### config.mk
export PLATFORM = sky130hd
export DESIGN_NAME = flic_chunk_decoder_unit
export DESIGN_NICKNAME = d
export VERILOG_FILES = /design/src/hw/rtl/flicd_pkg.sv /design/src/hw/rtl/flic_chunk_decoder_unit.sv /design/src/hw/rtl/flicd_decode.sv
export SDC_FILE = /design/constraint.sdc
export NUM_CORES = 1
export LEC_CHECK = 0
export ABC_AREA = 1
export BUFFER_PORTS_ARGS = -buffer_cell sky130_fd_sc_hd__buf_2
export CORE_UTILIZATION = 35
export CTS_BUF_LIST = sky130_fd_sc_hd__clkbuf_8 sky130_fd_sc_hd__clkbuf_16
export DETAILED_ROUTE_END_ITERATION = 16
export SLEW_MARGIN = 10
export SYNTH_ARGS = -nofsm -noshare
export SYNTH_HDL_FRONTEND = slang
export SYNTH_SLANG_ARGS = --single-unit
### constraint.sdc
create_clock -name clk -period 4.7 [get_ports clk]
set_input_delay 0.705 -clock clk [delete_from_list [all_inputs] [get_ports clk]]
set_output_delay 0.705 -clock clk [all_outputs]
set_load 0.02 [all_outputs]
### src/hw/rtl/flicd_pkg.sv
// ----------------------------------------------------------------------------
// flicd_pkg
// Shared types, constants and helper functions of the FLIC chunk decoder.
// ----------------------------------------------------------------------------
`default_nettype none

package flicd_pkg;

    // chunk type codes
    localparam logic [15:0] CHUNK_PAL256  = 16'd4;
    localparam logic [15:0] CHUNK_PAL64   = 16'd11;
    localparam logic [15:0] CHUNK_DELTA   = 16'd12;
    localparam logic [15:0] CHUNK_BYTERUN = 16'd15;

    // write kinds
    localparam logic WRITE_PIXEL   = 1'b0;
    localparam logic WRITE_PALETTE = 1'b1;

    // chunk variant kept in component_index outside colour decoding
    localparam logic [1:0] VARIANT_PLAIN = 2'd0;
    localparam logic [1:0] VARIANT_ALT   = 2'd1;

    // bytes of a full 256-entry palette set, three per colour
    localparam logic [9:0] PAL_FULL_BYTES = 10'd768;

    localparam logic [8:0] FRAME_HEIGHT_RESET = 9'd192;

    typedef enum logic [15:0] {
        PH_IDLE    = 16'h0001,
        PH_PCNT_LO = 16'h0002,
        PH_PCNT_HI = 16'h0004,
        PH_PSKIP   = 16'h0008,
        PH_PSET    = 16'h0010,
        PH_COL256  = 16'h0020,
        PH_COL64   = 16'h0040,
        PH_DST_LO  = 16'h0080,
        PH_DST_HI  = 16'h0100,
        PH_DCNT_LO = 16'h0200,
        PH_DCNT_HI = 16'h0400,
        PH_NPKT    = 16'h0800,
        PH_DSKIP   = 16'h1000,
        PH_SIZE    = 16'h2000,
        PH_RUNVAL  = 16'h4000,
        PH_LITERAL = 16'h8000
    } phase_t;

    typedef struct packed {
        phase_t      phase;
        logic [15:0] current_line;
        logic [15:0] lines_remaining;
        logic [15:0] packets_remaining;
        logic [9:0]  bytes_remaining;
        logic [15:0] pixel_pointer;
        logic [7:0]  palette_pointer;
        logic [8:0]  colour_accumulator;
        logic [1:0]  component_index;
        logic [7:0]  header_low_byte;
    } dec_state_t;

    typedef struct packed {
        logic        valid;
        logic        kind;
        logic [15:0] address;
        logic [8:0]  value;
        logic [7:0]  repeat_count;
    } dec_cmd_t;

    localparam dec_state_t DEC_STATE_RESET = '{
        phase:              PH_IDLE,
        current_line:       16'd0,
        lines_remaining:    16'd0,
        packets_remaining:  16'd0,
        bytes_remaining:    10'd0,
        pixel_pointer:      16'd0,
        palette_pointer:    8'd0,
        colour_accumulator: 9'd0,
        component_index:    2'd0,
        header_low_byte:    8'd0
    };

    function automatic dec_state_t end_line(input dec_state_t st);
        dec_state_t s;
        s = st;
        s.current_line    = s.current_line + 16'd1;
        s.lines_remaining = s.lines_remaining - 16'd1;
        s.phase           = (s.lines_remaining == 16'd0) ? PH_IDLE : PH_NPKT;
        return s;
    endfunction

    function automatic dec_state_t end_packet(input dec_state_t st);
        dec_state_t s;
        s = st;
        s.packets_remaining = s.packets_remaining - 16'd1;
        if (s.packets_remaining == 16'd0)
        begin
            s = end_line(s);
        end
        else
        begin
            s.phase = (s.component_index == VARIANT_ALT) ? PH_DSKIP : PH_SIZE;
        end
        return s;
    endfunction

endpackage

`default_nettype wire

### src/hw/rtl/flic_chunk_decoder_unit.sv
// ----------------------------------------------------------------------------
// flic_chunk_decoder_unit
// Decodes FLIC chunk payload bytes into framebuffer and palette write commands.
// ----------------------------------------------------------------------------
//
// channel   direction  handshake             payload
// byte      in         byte_valid/byte_stall chunk_type, chunk_start, data_byte
// cmd       out        cmd_valid/cmd_stall   write_kind, target_address,
//                                            write_value, repeat_count
// cfg       in         cfg_write_en          cfg_write_data (frame_height)
//
// one byte per cycle while no command stalls; a taken byte is held in the byte
// register, then decoded into the command register (byte register, then decode)
// reset puts the decoder in the waiting-for-chunk-start phase and
// frame_height at 192
// a stalled command holds the decode step; a byte waiting in the byte
// register then raises byte_stall in the same cycle
//
`default_nettype none

module flic_chunk_decoder_unit #(
    parameter int LINE_STRIDE = 256
) (
    input  logic        clk,
    input  logic        rst_n,

    input  logic        cfg_write_en,
    input  logic [8:0]  cfg_write_data,

    input  logic        byte_valid,
    output logic        byte_stall,
    input  logic [15:0] chunk_type,
    input  logic        chunk_start,
    input  logic [7:0]  data_byte,

    output logic        cmd_valid,
    input  logic        cmd_stall,
    output logic        write_kind,
    output logic [15:0] target_address,
    output logic [8:0]  write_value,
    output logic [7:0]  repeat_count
);
    import flicd_pkg::*;

    logic [8:0]  height_reg;
    logic        byte_valid_reg;
    logic [15:0] chunk_type_reg;
    logic        chunk_start_reg;
    logic [7:0]  data_byte_reg;
    dec_state_t  state_reg;
    dec_state_t  state_next;
    dec_cmd_t    dec_cmd;
    logic        cmd_valid_reg;
    logic        write_kind_reg;
    logic [15:0] target_address_reg;
    logic [8:0]  write_value_reg;
    logic [7:0]  repeat_count_reg;
    logic        advance;
    logic        byte_take;

    // decode step runs when the command register is free or being emptied
    assign advance    = byte_valid_reg && (!cmd_valid_reg || !cmd_stall);
    assign byte_stall = byte_valid_reg && !advance;
    assign byte_take  = byte_valid && !byte_stall;

    flicd_decode #(
        .LINE_STRIDE (LINE_STRIDE)
    ) u_decode (
        .cur_state    (state_reg),
        .frame_height (height_reg),
        .chunk_type   (chunk_type_reg),
        .chunk_start  (chunk_start_reg),
        .data_byte    (data_byte_reg),
        .next_state   (state_next),
        .cmd          (dec_cmd)
    );

    always_ff @(posedge clk or negedge rst_n)
    begin
        if (!rst_n)
        begin
            height_reg <= FRAME_HEIGHT_RESET;
        end
        else if (cfg_write_en)
        begin
            height_reg <= cfg_write_data;
        end
    end

    always_ff @(posedge clk or negedge rst_n)
    begin
        if (!rst_n)
        begin
            byte_valid_reg <= 1'b0;
        end
        else if (byte_take)
        begin
            byte_valid_reg <= 1'b1;
        end
        else if (advance)
        begin
            byte_valid_reg <= 1'b0;
        end
    end

    always_ff @(posedge clk)
    begin
        if (byte_take)
        begin
            chunk_type_reg  <= chunk_type;
            chunk_start_reg <= chunk_start;
            data_byte_reg   <= data_byte;
        end
    end

    always_ff @(posedge clk or negedge rst_n)
    begin
        if (!rst_n)
        begin
            state_reg <= DEC_STATE_RESET;
        end
        else if (advance)
        begin
            state_reg <= state_next;
        end
    end

    always_ff @(posedge clk or negedge rst_n)
    begin
        if (!rst_n)
        begin
            cmd_valid_reg <= 1'b0;
        end
        else if (advance && dec_cmd.valid)
        begin
            cmd_valid_reg <= 1'b1;
        end
        else if (!cmd_stall)
        begin
            cmd_valid_reg <= 1'b0;
        end
    end

    always_ff @(posedge clk)
    begin
        if (advance && dec_cmd.valid)
        begin
            write_kind_reg     <= dec_cmd.kind;
            target_address_reg <= dec_cmd.address;
            write_value_reg    <= dec_cmd.value;
            repeat_count_reg   <= dec_cmd.repeat_count;
        end
    end

    assign cmd_valid      = cmd_valid_reg;
    assign write_kind     = write_kind_reg;
    assign target_address = target_address_reg;
    assign write_value    = write_value_reg;
    assign repeat_count   = repeat_count_reg;

endmodule

`default_nettype wire

### src/hw/rtl/flicd_decode.sv
// ----------------------------------------------------------------------------
// flicd_decode
// Next-state and command logic for one payload byte of a FLIC chunk.
// ----------------------------------------------------------------------------
`default_nettype none

module flicd_decode #(
    parameter int LINE_STRIDE = 256
) (
    input  flicd_pkg::dec_state_t cur_state,
    input  logic [8:0]            frame_height,
    input  logic [15:0]           chunk_type,
    input  logic                  chunk_start,
    input  logic [7:0]            data_byte,
    output flicd_pkg::dec_state_t next_state,
    output flicd_pkg::dec_cmd_t   cmd
);
    import flicd_pkg::*;

    dec_state_t  s;
    logic        deep;
    logic [2:0]  comp;
    logic [2:0]  ci;
    logic        neg;
    logic [7:0]  mag;
    logic [31:0] line_offset;

    always_comb
    begin
        s           = cur_state;
        cmd         = '0;
        deep        = 1'b0;
        comp        = 3'd0;
        ci          = 3'd0;
        neg         = 1'b0;
        mag         = 8'd0;
        line_offset = 32'd0;

        // first byte of a chunk restarts the decoder and selects the variant
        if (chunk_start)
        begin
            s = DEC_STATE_RESET;
            if (chunk_type == CHUNK_PAL256 || chunk_type == CHUNK_PAL64)
            begin
                s.component_index = (chunk_type == CHUNK_PAL64) ? VARIANT_ALT
                                                                : VARIANT_PLAIN;
                s.phase = PH_PCNT_LO;
            end
            else if (chunk_type == CHUNK_DELTA)
            begin
                s.component_index = VARIANT_ALT;
                s.phase           = PH_DST_LO;
            end
            else if (chunk_type == CHUNK_BYTERUN)
            begin
                s.lines_remaining = {7'd0, frame_height};
                s.phase = (frame_height == 9'd0) ? PH_IDLE : PH_NPKT;
            end
        end

        case (s.phase)
            PH_PCNT_LO:
            begin
                s.header_low_byte = data_byte;
                s.phase           = PH_PCNT_HI;
            end
            PH_PCNT_HI:
            begin
                s.packets_remaining = {data_byte, s.header_low_byte};
                s.phase = (s.packets_remaining == 16'd0) ? PH_IDLE : PH_PSKIP;
            end
            PH_PSKIP:
            begin
                s.palette_pointer = s.palette_pointer + data_byte;
                s.phase           = PH_PSET;
            end
            PH_PSET:
            begin
                s.bytes_remaining = (data_byte == 8'd0) ? PAL_FULL_BYTES
                                  : ({2'd0, data_byte} + {1'b0, data_byte, 1'b0});
                s.colour_accumulator = 9'd0;
                s.phase = (s.component_index == VARIANT_ALT) ? PH_COL64 : PH_COL256;
                s.component_index = 2'd0;
            end
            PH_COL256, PH_COL64:
            begin
                deep = (s.phase == PH_COL64);
                comp = deep ? data_byte[5:3] : data_byte[7:5];
                ci   = {1'b0, s.component_index} + 3'd1;
                s.colour_accumulator = {s.colour_accumulator[5:0], comp};
                s.bytes_remaining    = s.bytes_remaining - 10'd1;
                if (ci >= 3'd3)
                begin
                    cmd.valid        = 1'b1;
                    cmd.kind         = WRITE_PALETTE;
                    cmd.address      = {8'd0, s.palette_pointer};
                    cmd.value        = s.colour_accumulator;
                    cmd.repeat_count = 8'd1;
                    s.palette_pointer    = s.palette_pointer + 8'd1;
                    s.colour_accumulator = 9'd0;
                    ci = 3'd0;
                end
                s.component_index = ci[1:0];
                if (s.bytes_remaining == 10'd0)
                begin
                    s.component_index   = deep ? VARIANT_ALT : VARIANT_PLAIN;
                    s.packets_remaining = s.packets_remaining - 16'd1;
                    s.phase = (s.packets_remaining == 16'd0) ? PH_IDLE : PH_PSKIP;
                end
            end
            PH_DST_LO:
            begin
                s.header_low_byte = data_byte;
                s.phase           = PH_DST_HI;
            end
            PH_DST_HI:
            begin
                s.current_line = {data_byte, s.header_low_byte};
                s.phase        = PH_DCNT_LO;
            end
            PH_DCNT_LO:
            begin
                s.header_low_byte = data_byte;
                s.phase           = PH_DCNT_HI;
            end
            PH_DCNT_HI:
            begin
                s.lines_remaining = {data_byte, s.header_low_byte};
                s.phase = (s.lines_remaining == 16'd0) ? PH_IDLE : PH_NPKT;
            end
            PH_NPKT:
            begin
                s.packets_remaining = {8'd0, data_byte};
                line_offset     = 32'(s.current_line) * 32'(LINE_STRIDE);
                s.pixel_pointer = line_offset[15:0];
                if (data_byte == 8'd0)
                begin
                    s = end_line(s);
                end
                else
                begin
                    s.phase = (s.component_index == VARIANT_ALT) ? PH_DSKIP : PH_SIZE;
                end
            end
            PH_DSKIP:
            begin
                s.pixel_pointer = s.pixel_pointer + {8'd0, data_byte};
                s.phase         = PH_SIZE;
            end
            PH_SIZE:
            begin
                // negative size is a run in delta chunks, a literal in byte-run
                neg = data_byte[7];
                mag = neg ? (8'd0 - data_byte) : data_byte;
                s.bytes_remaining = {2'd0, mag};
                if (s.component_index == VARIANT_ALT)
                begin
                    if (neg)
                    begin
                        s.phase = PH_RUNVAL;
                    end
                    else if (mag == 8'd0)
                    begin
                        s = end_packet(s);
                    end
                    else
                    begin
                        s.phase = PH_LITERAL;
                    end
                end
                else
                begin
                    s.phase = neg ? PH_LITERAL : PH_RUNVAL;
                end
            end
            PH_RUNVAL:
            begin
                if (s.bytes_remaining != 10'd0)
                begin
                    cmd.valid        = 1'b1;
                    cmd.kind         = WRITE_PIXEL;
                    cmd.address      = s.pixel_pointer;
                    cmd.value        = {1'b0, data_byte};
                    cmd.repeat_count = s.bytes_remaining[7:0];
                    s.pixel_pointer  = s.pixel_pointer + {6'd0, s.bytes_remaining};
                end
                s.bytes_remaining = 10'd0;
                s = end_packet(s);
            end
            PH_LITERAL:
            begin
                cmd.valid         = 1'b1;
                cmd.kind          = WRITE_PIXEL;
                cmd.address       = s.pixel_pointer;
                cmd.value         = {1'b0, data_byte};
                cmd.repeat_count  = 8'd1;
                s.pixel_pointer   = s.pixel_pointer + 16'd1;
                s.bytes_remaining = s.bytes_remaining - 10'd1;
                if (s.bytes_remaining == 10'd0)
                begin
                    s = end_packet(s);
                end
            end
            default:
            begin
                s = s;
            end
        endcase

        next_state = s;
    end

endmodule

`default_nettype wire

Yosys cells after proc, flatten, opt, wreduce, memory -nomap -nowiden --
Cells that the tools add are included.
Word-level totals: flip-flop bits (word level) 187, latch bits 0, RAM bits 0, bits in read-only memories 0, output and inout port bits 36, word-level logic and storage cells 133, memories kept 0
Operators by class: add/sub/neg operators 12, $mul 0, div/mod/pow operators 0, magnitude comparators 1, equal/unequal tests 21, shift operators 0, muxes and demuxes 58, bitwise operators 0, reduce and logical (&&, ||, !) cells 21
Operators with widths (number):
- 101-bit two-way mux | 7
- 16-bit two-way mux | 15
- 16-bit one-hot mux with 5 select lines | 3
- 117-bit two-way mux | 2
- 16-bit one-hot mux with 14 select lines | 1
- 35-bit one-hot mux with 3 select lines | 1
- 16-bit one-hot mux with 6 select lines | 1
- 35-bit two-way mux | 2
- 11-bit one-hot mux with 6 select lines | 1
- 16-bit by 4-bit equality test with 1-bit output (second input constant) | 4
- 10-bit one-hot mux with 6 select lines | 1
- 16-bit logical NOT | 3
- 8-bit one-hot mux with 6 select lines | 1
- 8-bit one-hot mux with 5 select lines | 1
- 12-bit two-way mux | 3
- 16-bit by 1-bit adder with 16-bit output (second input constant) | 2
- 16-bit by 3-bit equality test with 1-bit output (second input constant) | 2
- 16-bit by 1-bit subtractor with 16-bit output (second input constant) | 2
- 17-bit two-way mux | 1
- 16-bit by 10-bit adder with 16-bit output | 1
- 16-bit by 8-bit adder with 16-bit output | 1
- 16-bit by 10-bit equality test with 1-bit output (second input constant) | 1
- 16-bit by 11-bit equality test with 1-bit output (second input constant) | 1
- 16-bit by 12-bit equality test with 1-bit output (second input constant) | 1
- 38 further kinds | 55

Logic depth before layout (Yosys ltp) --
depth in word-level cells 14, depth in mapped cells 29, depth with buffers taken out 28

Cells and area by module --
A second synthesis with hierarchy kept.
Second synthesis, totals: cells, all modules 2523, area total of the unflattened synthesis 16300.6 sq um
Modules (own cells, without submodules):
- flicd_decode | times used 1, cells each 1907, area each 9472.8 sq um, seq. area each 0.0 sq um
- flic_chunk_decoder_unit | times used 1, cells each 616, area each 6827.8 sq um, seq. area each 4978.5 sq um

Worst setup path before layout --
No wires, ideal clock.
path kind reg-to-reg, start register height_reg[1], end register repeat_count_reg[0] (netlist: repeat_count[0]) (enable), arrival time 4661 ps, required time 4218 ps, slack -442 ps, cell stages (with the launch flop) 14, buffers on the path 0, cells stage by stage dfrtp_1 -> nor2_1 -> nand2_1 -> nor3_1 -> nor2_1 -> a21boi_2 -> nand2_4 -> nor2_1 -> nand2_1 -> inv_2 -> nand2_1 -> nand2_1 -> inv_2 -> a221oi_1
On the way: cells in the longest elaborated chain, start to end 10
RTL lines:
- start, declared | line flic_chunk_decoder_unit.sv:45 | logic [8:0] height_reg;
- start signal, assigned | line flic_chunk_decoder_unit.sv:86 | height_reg <= cfg_write_data;
- 9-bit logical NOT * | line flicd_decode.sv:57 | s.phase = (frame_height == 9'd0) ? PH_IDLE : PH_NPKT;
- 12-bit two-way mux * | line flicd_decode.sv:57
- 16-bit two-way mux * | line flicd_decode.sv:54 | else if (chunk_type == CHUNK_BYTERUN)
- 16-bit two-way mux * | line flicd_decode.sv:49 | else if (chunk_type == CHUNK_DELTA)
- 16-bit two-way mux * | line flicd_decode.sv:43 | if (chunk_type == CHUNK_PAL256 || chunk_type == CHUNK_PAL64)
- 117-bit two-way mux * | line flicd_decode.sv:40 | if (chunk_start)
- 16-bit by 6-bit equality test with 1-bit output or 16-bit by 7-bit equality test with 1-bit output (tied branches) | line flicd_decode.sv:61 | case (s.phase)
- 2-bit OR reduction | line flicd_decode.sv:61
- 35-bit one-hot mux with 3 select lines * | line flicd_decode.sv:61
- 1-bit logical AND * | line flic_chunk_decoder_unit.sv:146 | if (advance && dec_cmd.valid)
- end signal, assigned | line flic_chunk_decoder_unit.sv:151 | repeat_count_reg <= dec_cmd.repeat_count;
- end, declared | line flic_chunk_decoder_unit.sv:57 | logic [7:0] repeat_count_reg;
Every way passes the cells marked *; elsewhere a longest branch is shown, timed or not. A chain may end at the register's enable or synchronous reset.

Worst setup path in the final report --
start register chunk_type_reg[7], end register state_reg[41] in the netlist's numbering
On the way: cells in the longest elaborated chain, start to end 7
RTL lines:
- start, declared | line flic_chunk_decoder_unit.sv:47 | logic [15:0] chunk_type_reg;
- start signal, assigned | line flic_chunk_decoder_unit.sv:110 | chunk_type_reg <= chunk_type;
- 16-bit by 4-bit equality test with 1-bit output (tied with other cells) | line flicd_decode.sv:54
- 16-bit two-way mux (tied with other cells) | line flicd_decode.sv:54
- 16-bit two-way mux or 2-bit two-way mux (tied branches) | line flicd_decode.sv:49, flicd_decode.sv:43
- 16-bit two-way mux or 117-bit two-way mux (tied branches) | line flicd_decode.sv:43, flicd_decode.sv:40
- 117-bit two-way mux * | line flicd_decode.sv:40
- 16-bit equality test (tied with other cells) | line flicd_decode.sv:61
- 16-bit one-hot mux with 5 select lines * | line flicd_decode.sv:61
- end signal, assigned | line flic_chunk_decoder_unit.sv:124 | state_reg <= state_next;
- end, declared | line flic_chunk_decoder_unit.sv:50 | dec_state_t state_reg;
Marks and branches as above.

==> flow_summary.yaml <==
final_layout:
  antenna_cells: 0
  nNetsFinal: 2383
  syn2layout_area_growth_pct: 10.6
  largest_reg_flops: 106
  layout-drive-gt1-share_pct: 12.0
  final_util_pct: 39.4
power_and_ir_drop:
  irDropWorstVdd_v: 0.000331
  power.total_uw: 4520
  power_density_nw_per_um2: 272
  p_leak_uw: 0.00827
drt:
  drt_iter0_markers: 1373
  dr.pass1.iters: 6
  vias: 15215
  wl_per_cell_um: 18.1
  finalWirelength_mm: 51.3
  drtAntennaViolNets: 0
  drcViolationCount: 0
  via_per_inst: 5.36
die:
  ioPinCount: 75
  core-area_um2: 42100
  die_w_um: 209
  die_h_um: 209
  dieArea_um2: 43700
  std_cell_rows: 75
  start_util_pct: 35.6
grt:
  antenna_found_initial: 1
  grt_max_degree: 118
  grt_pass1_wl_mm: 80.6
  grt_use_met3_pct: 5.02
  grt.busiest_layer: "met2"
  grt_pass1_vias: 14341
  overflow: 0
  grt_usage_pct: 23.7
  grtUsageMet1_pct: 31.3
  met2_usage_pct: 38.6
timing:
  fin_worst_skew_ns: 0.0127
  finalCritPeriodShare_pct: 91.2
  tns_ns: 0
  slew_headroom_pct: 34.6
  rsz0062_at_grt: "no"
  clock.fmax_mhz: 233
  setup_viol: 0
  maxSlewViolCount: 0
  tightest_slew_ns: 0.979
  fin_crit_ns: 4.28
  hold_violations: 0
run_status:
  outcome: "completed"
yosys:
  ys.flop_type: "dfrtp_1"
  syn_avg_cell_area_um2: 6.71
  synth_warnings: 0
  synth-edff-count: 59
  synth_area_um2: 15000
  synth_seq_cells: 176
  synth_seq_area_share_pct: 31.4
  async_reset_ff_share_pct: 66.5
  synth_nets: 2328
  syn_inst: 2234
  ys_types: 58
clock_network:
  htreeDepth: 4
  holdBufCountCts: 0
  cts.sinks: 176
  cts_buffers: 17
  path_clk_slew_ns: 0.08
  cts-root-buf: "clkbuf_16"
  cts_tree: "built"
  clock_latency_ns: 0.48
  clockBufferDepth: 2
worst_setup_path:
  critical_path.max_fanout: 10
  crit_arrival_ns: 4.64
  cp-start-kind: "flip-flop"
  crit_type: "flip-flop to flip-flop"
  critPathLaunch: "chunk_type_reg[7]$_DFFE_PP_"
  cp.required_ns: 5.06
  ff2ff_setup_slack_ns: 0.42
  crit_path_end_kind: "flip-flop"
  rr_startpoint: "chunk_type_reg[7]$_DFFE_PP_"
place:
  port_buffers: 74
  gp_congestion: 0.944
  dp_hpwl_mm: 37.2
hold_path:
  hp-class: "input pin to async pin"
run:
  maxCapViolations: 0
cells in the mapped netlist, types with 8 or more instances:
cell type  instances  area [um^2]
xnor2_1            9         78.8
a22oi_1           15          113
nor2_4            12          135
xor2_1            54          473
clkbuf_1          29          109
nor2_1           290         1090
buf_6              9          101
a21oi_1           97          485
o21ai_0          151          756
dfrtp_1          114         2850
nor2_2            18          113
nand4_1           29          181
inv_2             22         82.6
or2_2              8         50.1
nand2_1          605         2270
buf_2             29          145
o21ai_1           44          220
nand3_1          123          616
ha_1              51          638
edfxtp_1          59         1770
o22ai_1           45          282
o211ai_1          12         90.1
nand3_2           10          100
inv_1            230          863
a31oi_1           15         93.8
nor3_1            30          150
o31ai_1            8         60.1
nand2_2           17          106
metal layers:
| layer | share of wire (%) | wire length [um] |
|---|---|---|
| met1 | 44 | 22800 |
| met2 | 46 | 23500 |
| met3 | 7.3 | 3770 |
| met4 | 2.4 | 1240 |
| met5 | 0 | 0 |
path summary, 6_finish.rpt:
check                                               to  cells past startpoint
hold reg to reg             state_reg[101]$_DFFE_PN1P_                      2
setup / recovery             state_reg[41]$_DFFE_PN0P_                     25
hold / removal               state_reg[15]$_DFFE_PN0P_                      2
max in group asynchronous    state_reg[57]$_DFFE_PN0P_                      2
setup reg to reg             state_reg[41]$_DFFE_PN0P_                     25
min in group clk           chunk_type_reg[9]$_DFFE_PP_                      1
power by group:
part / internal, uW / switching (uW) / leakage (uW)
clock: 824 / 723 / 0.000311
sequential: 1700 / 65.1 / 0.00210
combinational: 355 / 853 / 0.00586
critical path, cell delays in order, from the launching register on:
cell,delay (ns)
edfxtp_1,0.36
nor2_1,0.11
nand2_1,0.15
nor2_4,0.27
nand2_1,0.08
nor2_1,0.21
a21boi_2,0.16
nand2_4,0.13
nor2_1,0.08
nand2_2,0.11
clkinv_1,0.28
nor2_1,0.24
inv_1,0.08
fa_1,0.41
o21ai_1,0.29
nand2_1,0.09
o311ai_0,0.14
nand2_1,0.18
nor2_1,0.19
nand2_1,0.09
xor2_1,0.13
o21ai_1,0.07
a21oi_1,0.12
o21ai_1,0.08
nand2_1,0.06
nand2_1,0.06
metrics by stage:
step                area [um^2]  instances  setup WS, ns  hold slack (ns)
finish                    16600       2841         0.416            0.328
global route              16600       2841       0.00398            0.383
CTS                       16600       2841         0.302            0.365
detailed placement        16000       2809         0.331            0.459
global placement          16000       2809         0.432            0.459
floorplan                 15000       2234         0.654            0.409
layout by cell type, fill, tap and decap left out, types with 15 or more instances in the layout:
master / Yosys / layout
nand2_1: 605 / 604
nor2_1: 290 / 290
inv_1: 230 / 229
o21ai_0: 151 / 150
nand3_1: 123 / 123
dfrtp_1: 114 / 114
a21oi_1: 97 / 97
buf_2: 29 / 73
edfxtp_1: 59 / 59
xor2_1: 54 / 54
ha_1: 51 / 51
o21ai_1: 44 / 45
o22ai_1: 45 / 45
buf_4: 7 / 44
nor3_1: 30 / 30
nand4_1: 29 / 29
inv_2: 22 / 22
clkbuf_16: 0 / 20
nor2_2: 18 / 18
nand2_2: 17 / 18
a22oi_1: 15 / 15
a31oi_1: 15 / 15
what timing repair did:
item | 4_1_cts | 5_1_grt
endpoints found under the setup margin | 0 | 2
resized for setup | 0 | 1
setup buffers | 0 | 0
cells by family after synthesis:
logic type / after synthesis / share of synthesized area (%)
XOR/XNOR: 66 / 4.00
adder cells (fa/ha/maj): 55 / 4.79
buffers and inverters: 340 / 9.56
AO/OA/AOI/OAI: 423 / 16.2
flip-flops: 176 / 31.4
multiplexers: 4 / 0.300
AND/OR/NAND/NOR: 1170 / 33.8
final cells by class:
class	instances	area, um^2
fill	4395	25500
multi-input combinational	1718	8880
sequential	176	4700
inverter	257	971
timing repair buffer	119	736
tap	539	674
clock buffer	22	528
clock inverter	10	100
No activity file was read; power rests on OpenSTA's default activity.
